==> config.mk <==
export PLATFORM = sky130hd
export DESIGN_NAME = tccs_front
export DESIGN_NICKNAME = d
export VERILOG_FILES = /design/src/hdl/tccs_pkg.sv /design/src/hdl/tccs_front.sv
export SDC_FILE = /design/constraint.sdc
export NUM_CORES = 1
export LEC_CHECK = 0
export BUFFER_PORTS_ARGS = -buffer_cell sky130_fd_sc_hd__buf_2
export CORE_AREA = 2 2 39 41
export DETAILED_ROUTE_END_ITERATION = 7
export DIE_AREA = 0 0 41 43
export GPL_ROUTABILITY_DRIVEN = 0
export PLACE_DENSITY = 0.87
export SYNTH_ARGS = -nofsm -noshare
export SYNTH_HDL_FRONTEND = slang
export SYNTH_SLANG_ARGS = --single-unit
==> constraint.sdc <==
create_clock -name vclk -period 2.02
set_input_delay 0 -clock vclk [all_inputs]
set_output_delay 0 -clock vclk [all_outputs]
set_load 0.02 [all_outputs]
==> src/hdl/tccs_pkg.sv <==
// shared constants, types and helpers for the text console cursor/scroll unit
// no dependencies
`default_nettype none

package tccs_pkg;

   // screen geometry
   localparam int COLUMNS    = 80;
   localparam int ROWS       = 25;
   localparam int TAB_STEP   = 8;
   localparam int CELL_COUNT = ROWS * COLUMNS;
   localparam int COPY_COUNT = CELL_COUNT - COLUMNS;
   localparam int ADDR_W     = $clog2(CELL_COUNT);

   // field widths
   localparam int COL_W  = 7;
   localparam int ROW_W  = 5;
   localparam int CHAR_W = 8;
   localparam int CELL_W = 2 * CHAR_W;

   // character codes and reset values
   localparam logic [CHAR_W-1:0] BLANK_CHAR   = 8'd32;
   localparam logic [CHAR_W-1:0] RESET_ATTR   = 8'd15;
   localparam logic [CHAR_W-1:0] CODE_TAB     = 8'd9;
   localparam logic [CHAR_W-1:0] CODE_NEWLINE = 8'd10;

   // op codes
   localparam logic OP_PUT  = 1'b0;
   localparam logic OP_READ = 1'b1;

   // command queue between front and back
   localparam int CMDQ_DEPTH = 2;
   localparam int QPTR_W     = $clog2(CMDQ_DEPTH);

   typedef enum logic [1:0] {
      KIND_CHAR,
      KIND_TAB,
      KIND_NEWLINE,
      KIND_READ
   } cmd_kind_type;

   typedef struct packed {
      cmd_kind_type      kind;
      logic [CHAR_W-1:0] char_code;
      logic              read_hit;
      logic [ADDR_W-1:0] read_addr;
   } cmd_type;

   typedef struct packed {
      logic [CHAR_W-1:0] cell_char;
      logic [CHAR_W-1:0] cell_attr;
      logic [COL_W-1:0]  cursor_col;
      logic [ROW_W-1:0]  cursor_row;
      logic              scrolled;
   } rsp_data_type;

   typedef enum logic [2:0] {
      ST_CLEAR,
      ST_RUN,
      ST_READ_WAIT,
      ST_SCROLL,
      ST_SCROLL_END
   } state_type;

   // cell layout: attribute in the upper byte, character in the lower byte
   function automatic logic [CELL_W-1:0] make_cell(input logic [CHAR_W-1:0] ch,
                                                   input logic [CHAR_W-1:0] attr);
      return {attr, ch};
   endfunction

endpackage

`default_nettype wire

==> src/hdl/tccs_front.sv <==
// front end: input handshake, classification and read address computation
// depends on tccs_pkg
`default_nettype none

module tccs_front (
   input  wire logic                          req_push,
   output logic                               req_full,
   input  wire logic                          req_op,
   input  wire logic [tccs_pkg::CHAR_W-1:0]   req_char_code,
   input  wire logic [tccs_pkg::ROW_W-1:0]    req_read_row,
   input  wire logic [tccs_pkg::COL_W-1:0]    req_read_column,
   input  wire logic                          queue_full,
   input  wire logic                          clear_busy,
   output logic                               queue_push,
   output tccs_pkg::cmd_type                  cmd
);

   logic row_ok;
   logic col_ok;

   assign req_full   = queue_full | clear_busy;
   assign queue_push = req_push & ~req_full;

   assign row_ok = req_read_row < tccs_pkg::ROW_W'(tccs_pkg::ROWS);
   assign col_ok = (tccs_pkg::COL_W + 1)'(req_read_column) <
                   (tccs_pkg::COL_W + 1)'(tccs_pkg::COLUMNS);

   always_comb begin
      cmd.char_code = req_char_code;
      cmd.read_hit  = row_ok & col_ok;
      cmd.read_addr = tccs_pkg::ADDR_W'(
         tccs_pkg::ADDR_W'(req_read_row) * tccs_pkg::ADDR_W'(tccs_pkg::COLUMNS) +
         tccs_pkg::ADDR_W'(req_read_column));
      if (req_op == tccs_pkg::OP_READ) begin
         cmd.kind = tccs_pkg::KIND_READ;
      end else if (req_char_code == tccs_pkg::CODE_TAB) begin
         cmd.kind = tccs_pkg::KIND_TAB;
      end else if (req_char_code == tccs_pkg::CODE_NEWLINE) begin
         cmd.kind = tccs_pkg::KIND_NEWLINE;
      end else begin
         cmd.kind = tccs_pkg::KIND_CHAR;
      end
   end

endmodule

`default_nettype wire

# Word level (Yosys, flattened, before mapping)
# Index checks and enable logic that the tools add are counted.
[classes] bitwise=4 mux=3 eq_ne=2 add_sub_neg=1 n_mul=1 order_cmp=2
[ops] cell="$eq 8x4->1 const B" n=2
[ops] cell="$add 11x7->11" n=1
[ops] cell="$lt 7x7->1 const B" n=1
[ops] cell="$mul 5x3->7 const B" n=1
[ops] cell="$mux 2" n=3
[ops] cell="$lt 5x5->1 const B" n=1
[ops] cell="$and 1x1->1" n=2
[ops] cell="$not 1->1" n=1
[ops] cell="$or 1x1->1" n=1
[totals] inputBits=24 ff_bits=0 wordCells=13 out_inout_bits=24

# Depth between registers and ports, before layout
[logic_depth] ltp_word=4 mapped_depth=7 mapped_depth_nobuf=7

# Least setup slack after synthesis
# No wires, ideal clock.
[synth_timing] kind="in2out" startpoint="input req_read_row[1] in the netlist's numbering" endpoint="output cmd[10] in the netlist's numbering" arrival_ns=1.715 path_stages=7 path_buffers=0 t_required_ns=2.020 setup_slack_ns=0.305 path_cell_list="ha_1 > ha_1 > fa_1 > xor2_1 > nand4_1 > xnor2_1 > xnor2_1"
[synth_rtl] item="start: declaration" line="tccs_front.sv:10" rtl="input wire logic [tccs_pkg::ROW_W-1:0] req_read_row,"
[synth_rtl] item="end: declaration" line="tccs_front.sv:15" rtl="output tccs_pkg::cmd_type cmd"

==> metrics.csv <==
stage,metric,value,unit
route,DR vias,435,
hold_path,hold_sp,req_read_column[3],
route,Pre-antenna DRT Iters,1,
clock_network,Post-CTS Setup Repair Bufs,0,
timing,Least-Margin Pin Slew,0.247,ns
critical_path,Critical Path AT,1.88,ns
clock_network,post-cts hold buffer count,0,
pwr,maximum VDD drop,113,uV
logic_synthesis,Synth Area in Adders,35.3,%
logic_synthesis,xor/xnor share of the synthesized area,14.2,%
pwr,PwrDens,399,nW/um^2
layout,# clk buffers,0,
layout,nets,116,
logic_synthesis,syn nets,86,
timing,period utilization,93.0,%
hold_path,Hold Path End,cmd[3],
placed_design,HPWL reported at the end of detailed placement,885,um
layout,Layout Cells excl Fill,95,
logic_synthesis,"Distinct cells, synth",18,
layout,Multi-input gate area,339,um^2
logic_synthesis,largest family of logic cells by synthesized area,adder cells,
critical_path,worst setup path class,in2out,
logic_synthesis,Post-Syn Area,433,um^2
timing,worst setup margin,0.141,ns
route,DRT iter0 DRCs,0,
placed_design,pre-CTS setup slack,0.129,ns
pwr,power consumption,228,uW
hold_path,Hold Path Cell Cnt,0,
die,DIE AREA,1760,um^2
die,Core Area,1380,um^2
die,starting density of the core,31.3,%
layout,Area Growth Syn to Fin,31.8,%
layout,seq_cells,0,
logic_synthesis,mux share of post-synthesis cell area,0,%
timing,f_max,532,MHz
timing,min Tclk post-route,1.88,ns
placed_design,Buffers on Ports,40,
route,WL per Instance,9.94,um
critical_path,Crit. End Element,output pin,
route,Routed Antenna Nets,0,
timing,worst rel slew slack,83.3,%
layout,"commonest cells after routing, fill and taps aside","40 x buf_2, 9 x ha_1, 4 x xnor2_1",
timing,fin. max-slew vios,0,
timing,RSZ-0062 raised after global routing,false,
layout,FF+latch area,0,um^2
critical_path,crit-path max FO,4,
die,io pins,48,
die,Die Ht,43,um
layout,antenna diode count,0,
timing,Final setup viols,0,
grt,initial antenna violation count,0,
run,Max Cap Viol,0,
timing,final hold violations,0,
route,vias per cell,4.58,
critical_path,Worst Path Required,2.02,ns
grt,largest net degree at the start of global routing,5,
critical_path,CP Launch Type,primary input,
logic_synthesis,simple-gate share of the synthesized area,12.4,%
logic_synthesis,post-synthesis cell count,51,
die,Die Span X,41,um
layout,Fill cells,151,
route,drt drc,0,
hold_path,Hold WC Path Type,in2out,
grt,grt total ovfl,0,
timing,Final Hold Slack,0.00000881,ns
die,Rows,14,
timing,Setup TNS,0,ns
grt,first-pass GRT wire length,1520,um
placed_design,Inst Count DP,95,
logic_synthesis,Synth Area in Compound Gates,14.7,%
grt,GRT Util Overall,11.4,%
pwr,Leak Pwr,0.341,nW
grt,vias in the first global route,403,
layout,layout cell share with drive strength beyond 1,54.4,%
logic_synthesis,"Avg Cell Area, Syn",8.49,um^2
logic_synthesis,post-synthesis sequential area ratio,0,%
logic_synthesis,Yosys warning count,0,
layout,"commonest non-fill, non-tap cell in the layout",buf_2,
run_status,status,completed,
route,"wirelength, routed",944,um
worst max-delay path, stage by stage:
cell     delay [ns]
buf_2          0.13
ha_1           0.29
ha_1           0.23
fa_1           0.41
xor2_2         0.18
nand4_1        0.13
xnor2_1        0.21
xnor2_1        0.13
buf_2          0.17
what timing repair did:
action / in CTS / in global routing
gates resized for setup: 0 / 1
endpoints found under the setup margin: 0 / 1
endpoints found under the hold margin: 0 / 0
how the worst max path moves through the flow:
stage,start,end,slack (ns)
floorplan,req_read_row[1],cmd[10],0.31
global placement,req_read_row[1],cmd[10],0.17
detailed placement,req_read_row[1],cmd[10],0.13
CTS,req_read_row[1],cmd[10],0.12
global route,req_read_row[1],cmd[10],0.0009
finish,req_read_row[1],cmd[10],0.14
kinds of logic (layout without fill, tap and decap cells):
kind of cell	Yosys count	in the layout
buffers and inverters	15	43
adders and majority gates	11	11
AOI/OAI and AO/OA	9	9
and+or+nand+nor	9	9
xor gates and xnor gates	7	7
layout make-up:
cell class	instances	area share (%)
multi-input cells	36	59.4
well taps	16	3.51
inverters	3	1.97
repair buffers	40	35.1
where the power goes:
group,leakage (nW),switching (mW),total (mW),internal (mW)
clock network,0,0,0,0
registers,0,0,0,0
logic,0.341,0.135,0.228,0.0931
total,0.341,0.135,0.228,0.0931
cells in the mapped netlist:
master | count | share of area, %
inv_1 | 3 | 2.6
xor2_1 | 3 | 6.1
a21o_1 | 3 | 5.2
nor3_2 | 1 | 2.3
nand2_1 | 2 | 1.7
a21oi_1 | 2 | 2.3
or2_2 | 1 | 1.4
fa_1 | 2 | 9.2
nand4_1 | 1 | 1.4
and2_1 | 1 | 1.4
buf_4 | 12 | 21
o311ai_0 | 1 | 2.0
o21ai_0 | 1 | 1.2
ha_1 | 9 | 26
a31o_1 | 2 | 4.0
xnor2_1 | 4 | 8.1
nor2_1 | 2 | 1.7
or4b_1 | 1 | 2.3
metal layers:
layer  share of wire (%)  GRT usage, %
met4                0.21         0.667
met1                  36          13.0
met3                 7.8             0
met2                  56          22.5
met5                   0             0
per-stage QoR:
step,instance area (um^2),utilization (%)
finish,571,41.2
global route,571,41.2
CTS,563,40.7
detailed placement,563,40.7
global placement,563,40.7
floorplan,433,-
(Power assumes the default switching activity.)
