===== src/hdl/tccs_pkg.sv =====
// shared constants, types and helpers for the text console cursor/scroll unit
// no dependencies
`default_nettype none

package tccs_pkg;

   // screen geometry
   localparam int COLUMNS    = 80;
   localparam int ROWS       = 25;
   localparam int TAB_STEP   = 8;
   localparam int CELL_COUNT = ROWS * COLUMNS;
   localparam int COPY_COUNT = CELL_COUNT - COLUMNS;
   localparam int ADDR_W     = $clog2(CELL_COUNT);

   // field widths
   localparam int COL_W  = 7;
   localparam int ROW_W  = 5;
   localparam int CHAR_W = 8;
   localparam int CELL_W = 2 * CHAR_W;

   // character codes and reset values
   localparam logic [CHAR_W-1:0] BLANK_CHAR   = 8'd32;
   localparam logic [CHAR_W-1:0] RESET_ATTR   = 8'd15;
   localparam logic [CHAR_W-1:0] CODE_TAB     = 8'd9;
   localparam logic [CHAR_W-1:0] CODE_NEWLINE = 8'd10;

   // op codes
   localparam logic OP_PUT  = 1'b0;
   localparam logic OP_READ = 1'b1;

   // command queue between front and back
   localparam int CMDQ_DEPTH = 2;
   localparam int QPTR_W     = $clog2(CMDQ_DEPTH);

   typedef enum logic [1:0] {
      KIND_CHAR,
      KIND_TAB,
      KIND_NEWLINE,
      KIND_READ
   } cmd_kind_type;

   typedef struct packed {
      cmd_kind_type      kind;
      logic [CHAR_W-1:0] char_code;
      logic              read_hit;
      logic [ADDR_W-1:0] read_addr;
   } cmd_type;

   typedef struct packed {
      logic [CHAR_W-1:0] cell_char;
      logic [CHAR_W-1:0] cell_attr;
      logic [COL_W-1:0]  cursor_col;
      logic [ROW_W-1:0]  cursor_row;
      logic              scrolled;
   } rsp_data_type;

   typedef enum logic [2:0] {
      ST_CLEAR,
      ST_RUN,
      ST_READ_WAIT,
      ST_SCROLL,
      ST_SCROLL_END
   } state_type;

   // cell layout: attribute in the upper byte, character in the lower byte
   function automatic logic [CELL_W-1:0] make_cell(input logic [CHAR_W-1:0] ch,
                                                   input logic [CHAR_W-1:0] attr);
      return {attr, ch};
   endfunction

endpackage

`default_nettype wire


===== src/hdl/tccs_cmd_queue.sv =====
// short command queue between front and back ends
// depends on tccs_pkg
`default_nettype none

module tccs_cmd_queue (
   input  wire logic              clock,
   input  wire logic              reset,
   input  wire logic              push,
   input  wire tccs_pkg::cmd_type push_cmd,
   output logic                   full,
   input  wire logic              pop,
   output tccs_pkg::cmd_type      head_cmd,
   output logic                   empty
);

   tccs_pkg::cmd_type              entry_ff [tccs_pkg::CMDQ_DEPTH];
   logic [tccs_pkg::QPTR_W-1:0]    wr_ptr_ff, wr_ptr_in;
   logic [tccs_pkg::QPTR_W-1:0]    rd_ptr_ff, rd_ptr_in;
   logic [tccs_pkg::QPTR_W:0]      count_ff, count_in;
   logic                           do_push;
   logic                           do_pop;

   assign full     = count_ff == (tccs_pkg::QPTR_W + 1)'(tccs_pkg::CMDQ_DEPTH);
   assign empty    = count_ff == '0;
   assign do_push  = push & ~full;
   assign do_pop   = pop & ~empty;
   assign head_cmd = entry_ff[rd_ptr_ff];

   function automatic logic [tccs_pkg::QPTR_W-1:0] ptr_next(
      input logic [tccs_pkg::QPTR_W-1:0] p);
      if (p == tccs_pkg::QPTR_W'(tccs_pkg::CMDQ_DEPTH - 1)) begin
         return '0;
      end
      return p + 1'b1;
   endfunction

   always_comb begin
      wr_ptr_in = do_push ? ptr_next(wr_ptr_ff) : wr_ptr_ff;
      rd_ptr_in = do_pop  ? ptr_next(rd_ptr_ff) : rd_ptr_ff;
      count_in  = count_ff + (tccs_pkg::QPTR_W + 1)'(do_push)
                           - (tccs_pkg::QPTR_W + 1)'(do_pop);
   end

   always_ff @(posedge clock) begin
      if (reset) begin
         wr_ptr_ff <= '0;
         rd_ptr_ff <= '0;
         count_ff  <= '0;
      end else begin
         wr_ptr_ff <= wr_ptr_in;
         rd_ptr_ff <= rd_ptr_in;
         count_ff  <= count_in;
      end
   end

   always_ff @(posedge clock) begin
      if (do_push) begin
         entry_ff[wr_ptr_ff] <= push_cmd;
      end
   end

endmodule

`default_nettype wire


===== config.mk =====
export PLATFORM = sky130hd
export DESIGN_NAME = tccs_cmd_queue
export DESIGN_NICKNAME = d
export VERILOG_FILES = /design/src/hdl/tccs_pkg.sv /design/src/hdl/tccs_cmd_queue.sv
export SDC_FILE = /design/constraint.sdc
export NUM_CORES = 1
export LEC_CHECK = 0
export BUFFER_PORTS_ARGS = -buffer_cell sky130_fd_sc_hd__buf_4
export CAP_MARGIN = 0
export CORE_MARGIN = 3
export CORE_UTILIZATION = 40
export CTS_CLUSTER_SIZE = 28
export DETAILED_ROUTE_END_ITERATION = 10
export GPL_ROUTABILITY_DRIVEN = 0
export SETUP_SLACK_MARGIN = 0.2
export SLEW_MARGIN = 20
export SYNTH_ARGS = -nofsm -noshare
export SYNTH_HDL_FRONTEND = slang
export SYNTH_SLANG_ARGS = --single-unit
export TNS_END_PERCENT = 10

===== constraint.sdc =====
create_clock -name clock -period 3.6 [get_ports clock]
set_clock_uncertainty 0.1 [all_clocks]
set_input_delay 0.54 -clock clock [delete_from_list [all_inputs] [get_ports clock]]
set_output_delay 0.54 -clock clock [all_outputs]
set_load 0.03 [all_outputs]

Yosys cells after proc, flatten, opt, wreduce, memory -nomap -nowiden --
Memories as Yosys holds them, arrays and structs flattened. A register that Yosys moved wholly into a read port is not among the register bits. Index checks and enable logic that the tools add are counted. Widths: inputs -> output; s select.
Word-level totals: bits in registers 4, RAM bits 44, input port bits 26, output and inout bits 24, logic and storage cells 24, memories kept 1
Memory list:
- entry_ff | depth 2, width 22, read ports 1, clocked after Yosys merged registers in 1, write ports 1, line tccs_cmd_queue.sv:16 | tccs_pkg::cmd_type entry_ff [tccs_pkg::CMDQ_DEPTH];
Cells by class: add/sub/neg operators 4, equal/unequal tests 1, multiplexer cells 10, bitwise operators 4, reduce and logical (&&, ||, !) cells 1
Operator list (count):
- $mux 1 | 10
- $add 1x1->1 const B | 2
- $add 2x1->2 | 1
- $and 1x1->1 | 2
- $eq 2x2->1 const B | 1
- $logic_not 2->1 | 1
- $not 1->1 | 2
- $sub 2x1->2 | 1

Logic depth before layout (Yosys ltp) --
Gate-level depths: netlist (run 1).
depth after elaboration 5, gate-level depth with buffers 8, gate-level depth less buffers 8

Least setup slack after synthesis (run 1) --
Ideal clock, no wire load.
path kind input -> register, from in push, to mem entry_ff[0][0] in the netlist's numbering, enable pin, setup time 377 ps, data arrival time 1377 ps, data required time 3123 ps, slack 1746 ps, stages on the path 3, buffers on the path 0, cells stage by stage inv_1 -> or3_1 -> inv_1
On the way: longest elaborated chain between the ends 3
RTL lines:
- start: declaration | line tccs_cmd_queue.sv:8 | input wire logic push,
- $and 1x1->1 | line tccs_cmd_queue.sv:25 | assign do_push = push & ~full;
- $mux 1 | line tccs_cmd_queue.sv:57 | if (do_push) begin
- $mux 1 (not written as such) | line tccs_cmd_queue.sv:58 | entry_ff[wr_ptr_ff] <= push_cmd;
- end: declaration | line tccs_cmd_queue.sv:16
Every way passes these cells.

==> results of run 1 <==
## cells by family (layout without fill, tap and decap cells)
kind of cell / count (synthesis) / in the layout / synth area share
AOI/OAI and AO/OA: 3 / 3 / 0.00966
xor gates and xnor gates: 2 / 2 / 0.00966
muxes: 22 / 22 / 0.137
buffers and inverters: 6 / 61 / 0.0138
DFF: 49 / 49 / 0.784
and+or+nand+nor: 11 / 11 / 0.0324
adders and majority gates: 2 / 2 / 0.0138
## routing by layer
metal	vias up	track usage	wire length, um
li1	460	-	-
met1	483	0.136	1210
met2	24	0.214	1650
met3	7	0.0479	185
met4	0	0.0483	49
met5	-	0	0
## worst max path at each step
stage | start | endpoint | slack [ps] | depth (start not counted)
global route | flop | head_cmd[0] | 970 | 2
floorplan | push | entry_ff[0][0]$_DFFE_PP_ | 1750 | 3
CTS | flop | head_cmd[0] | 1020 | 2
detailed placement | flop | head_cmd[0] | 1330 | 2
global placement | flop | head_cmd[12] | 1380 | 2
finish | flop | head_cmd[0] | 1080 | 2
## worst max-delay path: cells and delay by family (launching register included)
kind     cells  cell delay [ps]
mux          1              430
buf+inv      1              170
flops        1              980
## layout make-up
type,instances,share of cell area
clock inverter,3,0.0275
sequential,49,0.600
clock buffer,5,0.0291
tap,50,0.0264
multi-input combinational,40,0.155
timing repair buffer,49,0.155
inverter,4,0.00634
## state kept, by name (all words and copies together) (netlist names), named ones only
register / count
entry_ff: 44
count_ff: 2
rd_ptr_ff: 1
wr_ptr_ff: 1
## placed cells by master, fill, tap and decap left out, types with 2 or more instances in the layout
cell type / n
mux2_2: 22
edfxtp_1: 44
bufinv_16: 2
nor2_1: 4
inv_1: 3
clkbuf_8: 5
buf_4: 49
dfxtp_1: 5
ha_1: 2
## power by group through the flow
| stage | logic, mW | clock network, mW | registers [mW] |
|---|---|---|---|
| 4_1_cts | 0.627 | 0.461 | 0.798 |
| 5_1_grt | 0.658 | 0.483 | 0.808 |
| 2_1_floorplan | 0.443 | 0 | 0.764 |
| 3_5_place_dp | 0.625 | 0 | 0.811 |
| 3_3_place_gp | 0.617 | 0 | 0.803 |
| 6_report | 0.614 | 0.451 | 0.794 |
## synth_stat cells
cell type	n	share of area
a21oi_1	1	0.0028
or3_1	1	0.0035
nand2b_2	1	0.0048
inv_1	3	0.0062
xor2_1	1	0.0048
nor3_1	1	0.0028
inv_2	1	0.0021
edfxtp_1	44	0.73
dfxtp_1	5	0.055
xnor2_1	1	0.0048
o21ai_0	1	0.0028
o21a_1	1	0.0041
and3_2	1	0.0041
nor2_1	4	0.0083
and2_1	1	0.0035
ha_1	2	0.014
nand2_1	1	0.0021
mux2_2	22	0.14
nor2b_1	1	0.0035
buf_2	2	0.0055
## stage by stage
stage | power (mW) | instances | setup slack [ps]
after floorplan | 1.21 | 95 | 1750
after global placement | 1.42 | 192 | 1380
after detailed placement | 1.44 | 192 | 1330
after CTS | 1.89 | 200 | 1020
after global routing | 1.95 | 200 | 970
final | 1.86 | 200 | 1080
==> flow_metrics.env, run 1 <==
export IMPL_worstPathCellList="mux2_2 -> buf_4"
export IMPL_quantity_of_i_o_buffers_inserted_on_ports=49
export IMPL_wire_length_of_the_first_global_routing_pass_mm=4.86
export IMPL_timing_rr_start="count_ff[0]$_SDFF_PP0_"
export IMPL_stdcell_area_um2=2370
export IMPL_ctsRootBufferMaster="clkbuf_8"
export IMPL_synthCells=95
export IMPL_floorplan_io_pins=50
export IMPL_post_synth_num_cell_types=20
export IMPL_power_switching_share=0.317
export IMPL_critPathMaxStageDelay_ps=980
export IMPL_maximum_count_of_clock_buffers_along_a_single_path=2
export IMPL_tightest_slew_ps=982
export IMPL_finalHoldViolCount=0
export IMPL_synth_area_per_cell_um2=19.1
export IMPL_worstReg2RegEnd="entry_ff[0][14]$_DFFE_PP_"
export IMPL_drt_antenna_violating_nets=0
export IMPL_drt_wl_total_mm=3.09
export IMPL_cts_buffers_inserted=5
export IMPL_worst_hold_margin_ps=322
export IMPL_globalRouteTotalUtil=0.124
export IMPL_syn_to_final_growth_pct=30.6
export IMPL_final_number_of_setup_violating_endpoints=0
export IMPL_clock_sinks=49
export IMPL_syn_nets=123
export IMPL_mappedNetlistArea_um2=1810
export IMPL_num_nets_final=177
export IMPL_floorplan_core_area_um2=4170
export IMPL_fmax_mhz=397
export IMPL_drv_slew=0
export IMPL_share_comb_of_total_power=0.330
export IMPL_timing_setup_tns_ps=0
export IMPL_drt_pre_antenna_iters=4
export IMPL_placedInstanceArea_um2=2230
export IMPL_area_occupied_by_multi_input_gates_um2=367
export IMPL_min_period_over_period=0.700
export IMPL_final_layout_size_suffix_gt1_frac=0.547
export IMPL_h_tree_depth=2
export IMPL_first_iter_violations=71
export IMPL_grt_setup_unrepaired="no"
export IMPL_worstHoldPathCells=1
export IMPL_maxSlewHeadroom=0.344
export IMPL_crit_path_top_delay_cell="dfxtp_1"
export IMPL_path_class_of_the_lowest_slack_min_delay_path="in2reg"
export IMPL_max_cap_violations=0
export IMPL_clock_latency_ps=300
export IMPL_design_die_area_um2=5380
export IMPL_tritoncts="built"
export IMPL_arrival_ps=1880
export IMPL_vias_in_the_first_global_route=1052
export IMPL_layout_min_cycle_time_ps=2520
export IMPL_synth_seq_cells=49
export IMPL_worstPathMaxFanout=22
export IMPL_p_clk_frac=0.243
export IMPL_static_leakage_nw=0.918
export IMPL_postLayoutCoreUtil=0.567
export IMPL_netSwitchingPower_mw=0.589
export IMPL_vias_per_cell=4.87
export IMPL_grt_max_degree=23
export IMPL_initial_core_util=0.434
export IMPL_cts_repair_resize_count=0
export IMPL_die_height_um=73.3
export IMPL_timing_critical_path_to_type="primary output"
export IMPL_hold_path_startpoint="push_cmd[2]"
export IMPL_post_cts_setup_buffer_count=0
export IMPL_cts_hold_buffers_added=0
export IMPL_insertedDiodeCount=0
export IMPL_detailedPlacementHpwl_mm=2.10
export IMPL_path_class="reg2out"
export IMPL_timing_reg2reg_setup_slack_ps=1540
export IMPL_power_per_cell_area_nw_per_um2=785
export IMPL_timing_critical_path_from_type="flop"
export IMPL_worst_ep_required_ps=2960
export IMPL_num_rows=23
export IMPL_outcome="completed"
export IMPL_hold_path_end="entry_ff[0][2]$_DFFE_PP_"
export IMPL_ff_latch_area_um2=1420
export IMPL_yosysSeqAreaShare=0.784
export IMPL_route_detailed_drc=0
export IMPL_vias=974
export IMPL_layout_filler_cells=328
export IMPL_antenna_violations_before_repair=0
export IMPL_pwr_share_seq=0.427
export IMPL_ir_worst_vdd_uv=342
export IMPL_total_internal_power_mw=1.27
export IMPL_timing_reg2reg_worst_path_depth=4
export IMPL_grt_overflow=0
export IMPL_clk_pin_slew_ps=90
export IMPL_synth_warnings=0
export IMPL_detail_route_wl_per_cell_um=15.5
export IMPL_fp_dieW_um=73.3
Note: power is estimated with default switching activity, not from simulation.
==> run 2: changes to the inputs <==
PLACE_DENSITY = 0.66   (was default)
clock period = 2.25 ns   (was 3.6 ns; I/O delays follow)
==> run 2 against run 1 <==
  * Die area unchanged
  * Cell area decreased by 1.0%
  * Sequential share of layout area increased by 0.61 points
  * Sequential power increased by 52%
  * First-iteration DRC count decreased by 30%
  * Core utilization decreased by 0.57 points
  * Worst hold slack got worse by 200 ps
  * Register-to-register slack got worse by 990 ps
  * Largest cell class unchanged
  * Clock power increased by 6.0%
  * Setup slack got worse by 630 ps
  * Wire length increased by 1.2%
  * Cell count increased by 2.0%
==> flow_metrics.env, run 2 (synthesis gave the netlist of run 1 again) <==
export IMPL_commonest_cells_after_routing_fill_and_taps_aside="53 x buf_4, 44 x edfxtp_1, 22 x mux2_2, 5 x dfxtp_1, 5 x clkbuf_8"
export IMPL_share_comb_of_total_power=0.390
export IMPL_timing_rr_start="count_ff[0]$_SDFF_PP0_"
export IMPL_netSwitchingPower_mw=0.931
export IMPL_fmax_mhz=557
export IMPL_timing_critical_path_from_type="flop"
export IMPL_floorplan_core_area_um2=4170
export IMPL_detail_route_wl_per_cell_um=15.3
export IMPL_grt_overflow=0
export IMPL_path_class_of_the_lowest_slack_min_delay_path="in2reg"
export IMPL_globalRouteTotalUtil=0.127
export IMPL_timing_reg2reg_setup_slack_ps=550
export IMPL_maximum_count_of_clock_buffers_along_a_single_path=2
export IMPL_grt_max_degree=23
export IMPL_quantity_of_i_o_buffers_inserted_on_ports=49
export IMPL_pwr_share_seq=0.437
export IMPL_syn_to_final_growth_pct=29.3
export IMPL_top_register="entry_ff"
export IMPL_timing_critical_path_to_type="primary output"
export IMPL_first_iter_violations=50
export IMPL_max_cap_violations=0
export IMPL_floorplan_io_pins=50
export IMPL_ctsRootBufferMaster="clkbuf_8"
export IMPL_hold_path_end="entry_ff[1][10]$_DFFE_PP_"
export IMPL_maxSlewHeadroom=0.636
export IMPL_layout_filler_cells=338
export IMPL_clk_pin_slew_ps=80
export IMPL_design_die_area_um2=5380
export IMPL_cts_repair_resize_count=0
export IMPL_post_cts_setup_buffer_count=0
export IMPL_final_number_of_setup_violating_endpoints=0
export IMPL_drt_wl_total_mm=3.13
export IMPL_power_per_cell_area_nw_per_um2=1180
export IMPL_vias_per_cell=4.79
export IMPL_initial_core_util=0.434
export IMPL_timing_setup_tns_ps=0
export IMPL_num_nets_final=181
export IMPL_route_detailed_drc=0
export IMPL_clock_latency_ps=290
export IMPL_final_layout_size_suffix_gt1_frac=0.539
export IMPL_die_height_um=73.3
export IMPL_worst_hold_margin_ps=126
export IMPL_tritoncts="built"
export IMPL_mostFrequentLayoutCell="buf_4"
export IMPL_num_rows=23
export IMPL_layout_min_cycle_time_ps=1800
export IMPL_insertedDiodeCount=0
export IMPL_finalHoldViolCount=0
export IMPL_detailedPlacementHpwl_mm=2.24
export IMPL_worstReg2RegEnd="count_ff[1]$_SDFF_PP0_"
export IMPL_arrival_ps=1360
export IMPL_worstPathMaxFanout=12
export IMPL_drt_antenna_violating_nets=0
export IMPL_total_internal_power_mw=1.84
export IMPL_wire_length_of_the_first_global_routing_pass_mm=4.97
export IMPL_vias=978
export IMPL_max_ffs_per_register=44
export IMPL_postLayoutCoreUtil=0.562
export IMPL_h_tree_depth=2
export IMPL_grt_setup_unrepaired="no"
export IMPL_drt_pre_antenna_iters=4
export IMPL_top_regs="entry_ff (44), count_ff (2)"
export IMPL_antenna_violations_before_repair=0
export IMPL_timing_reg2reg_worst_path_depth=8
export IMPL_vias_in_the_first_global_route=1065
export IMPL_fp_dieW_um=73.3
export IMPL_power_switching_share=0.336
export IMPL_min_period_over_period=0.798
export IMPL_hold_path_startpoint="push_cmd[10]"
export IMPL_cts_hold_buffers_added=0
export IMPL_static_leakage_nw=0.910
export IMPL_tightest_slew_ps=546
export IMPL_worstHoldPathCells=1
export IMPL_drv_slew=0
export IMPL_worst_ep_required_ps=1810
export IMPL_outcome="completed"
export IMPL_path_class="reg2out"
export IMPL_cts_buffers_inserted=5
export IMPL_clock_sinks=49
export IMPL_ir_worst_vdd_uv=702
export IMPL_p_clk_frac=0.173
## run 2: cell count changes in the layout (fill, tap and decap cells not counted)
| cell | previous run | this run |
|---|---|---|
| buf_4 | 49 | 53 |
| bufinv_16 | 2 | 0 |
| clkbuf_1 | 0 | 3 |
| clkinv_2 | 1 | 0 |
## run 2: through the flow
step	instance area (um^2)	cells	total power [mW]	setup WS, ps
floorplan	1810	95	1.93	419
global placement	2260	196	2.29	645
detailed placement	2260	196	2.33	547
CTS	2340	204	2.81	421
global route	2340	204	2.93	364
finish	2340	204	2.77	454
## run 2: worst max-delay path: stages (launching register included)
cell and delay [ps]:
dfxtp_1 330, buf_4 200, mux2_2 360, buf_4 170
## run 2: worst max path at each step
stage               slack, ps  cells past startpoint                       end                    from
global route              360                      8    count_ff[1]$_SDFF_PP0_  count_ff[0]$_SDFF_PP0_
CTS                       420                      3              head_cmd[19]                    flop
finish                    450                      3              head_cmd[19]                    flop
floorplan                 420                      4  entry_ff[0][0]$_DFFE_PP_  count_ff[0]$_SDFF_PP0_
global placement          650                      8    count_ff[1]$_SDFF_PP0_                     pop
detailed placement        550                      8    count_ff[1]$_SDFF_PP0_                     pop
## run 2: area by class of cell
| type | instances | area (um^2) | area share |
|---|---|---|---|
| inverter | 4 | 15.0 | 0.00641 |
| clock buffer | 8 | 80.1 | 0.0342 |
| tap | 50 | 62.6 | 0.0267 |
| sequential | 49 | 1420 | 0.607 |
| timing repair buffer | 53 | 398 | 0.170 |
| multi-input combinational | 40 | 367 | 0.156 |
## run 2: power by group through the flow
stage                     Sequential [mW]  Combinational, mW  Clock, mW
final                                1.21               1.08      0.478
after global routing                 1.23               1.16      0.536
after CTS                            1.21               1.10      0.495
after detailed placement             1.24               1.10          0
after global placement               1.22               1.07          0
after floorplan                      1.22              0.709          0
## run 2: metal layers
layer  GRT usage  vias to the layer above  routed length [um]
met1       0.118                      479                1120
li1            -                      472                   -
met4      0.0483                        0                  41
met2       0.244                       22                1820
met5           0                        -                   0
met3      0.0520                        5                 142
==> run 3: changes to the inputs <==
PLACE_DENSITY = default   (was 0.66)
clock period = 1.66 ns   (was 2.25 ns; I/O delays follow)
==> run 3 against run 2 <==
  * The run now ends with setup timing left
  * Worst hold slack worse by 99 ps
  * Cell count grew 2.5%
  * Sequential share of layout area shrank 7.8 points
  * Via count grew 2.7%
  * Cell area rose by 16%
  * Flip-flop and latch count is the same
  * Register-to-register slack worse by 550 ps
  * Critical endpoint is now count_ff[1]$_SDFF_PP0_
  * Non-clock buffer count grew 5
  * Sequential power increased by 39%
  * Die area is the same
==> flow_metrics.env, run 3 (synthesis gave the netlist of run 1 again) <==
export IMPL_hold_path_startpoint="push_cmd[16]"
export IMPL_quantity_of_i_o_buffers_inserted_on_ports=49
export IMPL_max_ffs_per_register=44
export IMPL_grt_setup_unrepaired="yes"
export IMPL_grt_max_degree=18
export IMPL_maximum_count_of_clock_buffers_along_a_single_path=2
export IMPL_timing_critical_path_depth=7
export IMPL_grt_overflow=0
export IMPL_h_tree_depth=2
export IMPL_drv_slew=0
export IMPL_syn_to_final_growth_pct=49.3
export IMPL_commonest_cells_after_routing_fill_and_taps_aside="44 x edfxtp_1, 28 x buf_4, 24 x buf_6, 22 x mux2_4, 5 x clkbuf_8"
export IMPL_maxSlewHeadroom=0.866
export IMPL_antenna_violations_before_repair=0
export IMPL_path_class="reg2reg"
export IMPL_num_rows=23
export IMPL_timing_setup_tns_ps=-4.77
export IMPL_worstReg2RegEnd="count_ff[1]$_SDFF_PP0_"
export IMPL_layout_min_cycle_time_ps=1660
export IMPL_fp_dieW_um=73.3
export IMPL_drt_antenna_violating_nets=0
export IMPL_drt_pre_antenna_iters=3
export IMPL_num_nets_final=186
export IMPL_worst_ep_required_ps=1780
export IMPL_cpLargestDelayFamily="adder cells"
export IMPL_timing_critical_path_from_type="flop"
export IMPL_timing_critical_path_to_type="flop"
export IMPL_floorplan_io_pins=50
export IMPL_finalNonFillerCells=209
export IMPL_top_regs="entry_ff (44), count_ff (2)"
export IMPL_min_period_over_period=1.00
export IMPL_tightest_slew_ps=200
export IMPL_critPathMaxStageDelay_ps=370
export IMPL_clk_pin_slew_ps=90
export IMPL_outcome="finished, violations left"
export IMPL_ir_worst_vdd_uv=1060
export IMPL_arrival_ps=1790
export IMPL_initial_core_util=0.434
export IMPL_clock_sinks=49
export IMPL_globalRouteTotalUtil=0.134
export IMPL_die_height_um=73.3
export IMPL_timing_rr_start="count_ff[1]$_SDFF_PP0_"
export IMPL_mostFrequentLayoutCell="edfxtp_1"
export IMPL_post_place_cells=197
export IMPL_detail_route_wl_per_cell_um=15.7
export IMPL_ctsRootBufferMaster="clkbuf_8"
export IMPL_final_layout_size_suffix_gt1_frac=0.629
export IMPL_worst_setup_path_startpoint="count_ff[1]$_SDFF_PP0_"
export IMPL_worstHoldPathCells=1
export IMPL_route_detailed_drc=0
export IMPL_violations="setup timing"
export IMPL_vias_in_the_first_global_route=1122
export IMPL_static_leakage_nw=1.07
export IMPL_worstPathMaxFanout=3
export IMPL_worstPathCellList="o21a_1 -> ha_1 -> inv_2 -> ha_4 -> xor2_2 -> and2_1 -> nor3_2"
export IMPL_timing_reg2reg_setup_slack_ps=-5
export IMPL_path_class_of_the_lowest_slack_min_delay_path="in2reg"
export IMPL_fmax_mhz=601
export IMPL_timing_reg2reg_worst_path_depth=7
export IMPL_worst_slack_ps=-4.77
export IMPL_hold_path_end="entry_ff[1][16]$_DFFE_PP_"
export IMPL_tritoncts="built"
export IMPL_crit_path_top_delay_cell="dfxtp_4"
export IMPL_vias_per_cell=4.80
export IMPL_max_cap_violations=0
export IMPL_floorplan_core_area_um2=4170
export IMPL_design_die_area_um2=5380
export IMPL_drt_wl_total_mm=3.29
export IMPL_first_iter_violations=65
export IMPL_finalHoldViolCount=0
export IMPL_insertedDiodeCount=0
export IMPL_top_register="entry_ff"
export IMPL_detailedPlacementHpwl_mm=2.20
export IMPL_vias=1004
export IMPL_power_per_cell_area_nw_per_um2=1680
export IMPL_clock_latency_ps=290
export IMPL_final_number_of_setup_violating_endpoints=1
export IMPL_wire_length_of_the_first_global_routing_pass_mm=5.32
export IMPL_cts_buffers_inserted=5
export IMPL_crit_buf_inv=1
run 3: cell type report:
class                      instances  area, um^2
sequential                        49        1430
clock buffer                       5        68.8
inverter                           4        21.3
tap                               50        62.6
fill                             291        1470
timing repair buffer              58         591
clock inverter                     3        46.3
multi-input combinational         40         488
run 3: what timing repair did:
item                                    CTS  global route
resized for setup                        56             8
setup buffers                             2             1
pin swaps                                 0             2
hold buffers                              0             0
endpoints found under the setup margin   46            47
gates cloned                              1             0
run 3: how the worst max path moves through the flow:
stage / endpoint / slack [ps]
2_1_floorplan: entry_ff[0][0]$_DFFE_PP_ / 90
3_3_place_gp: count_ff[1]$_SDFF_PP0_ / 70
3_5_place_dp: count_ff[1]$_SDFF_PP0_ / -20
4_1_cts: head_cmd[8] / 5
5_1_grt: count_ff[1]$_SDFF_PP0_ / -70
6_report: count_ff[1]$_SDFF_PP0_ / -5
run 3: through the flow:
step,instance area (um^2),hold WS (ps),power [mW],setup WS (ps),utilization
floorplan,1830,213,2.65,92.0,-
global placement,2330,334,3.21,71.8,0.557
detailed placement,2330,337,3.24,-15.1,0.557
CTS,2660,17.7,4.51,4.95,0.638
global route,2710,10.5,4.77,-69.8,0.649
finish,2710,27.4,4.56,-4.77,0.649
run 3: metal layers:
| metal | share of wire | track usage | routed length (um) | up-vias |
|---|---|---|---|---|
| met5 | 0 | 0 | 0 | - |
| met4 | 0.014 | 0.0362 | 46 | 0 |
| met3 | 0.049 | 0.0438 | 162 | 8 |
| met2 | 0.53 | 0.228 | 1750 | 27 |
| met1 | 0.40 | 0.162 | 1330 | 488 |
| li1 | - | - | - | 481 |
run 3: where the power goes:
| group | internal [mW] | switching (mW) |
|---|---|---|
| combinational | 1.05 | 0.992 |
| clock | 0.451 | 0.390 |
| sequential | 1.59 | 0.0878 |
| total | 3.09 | 1.47 |
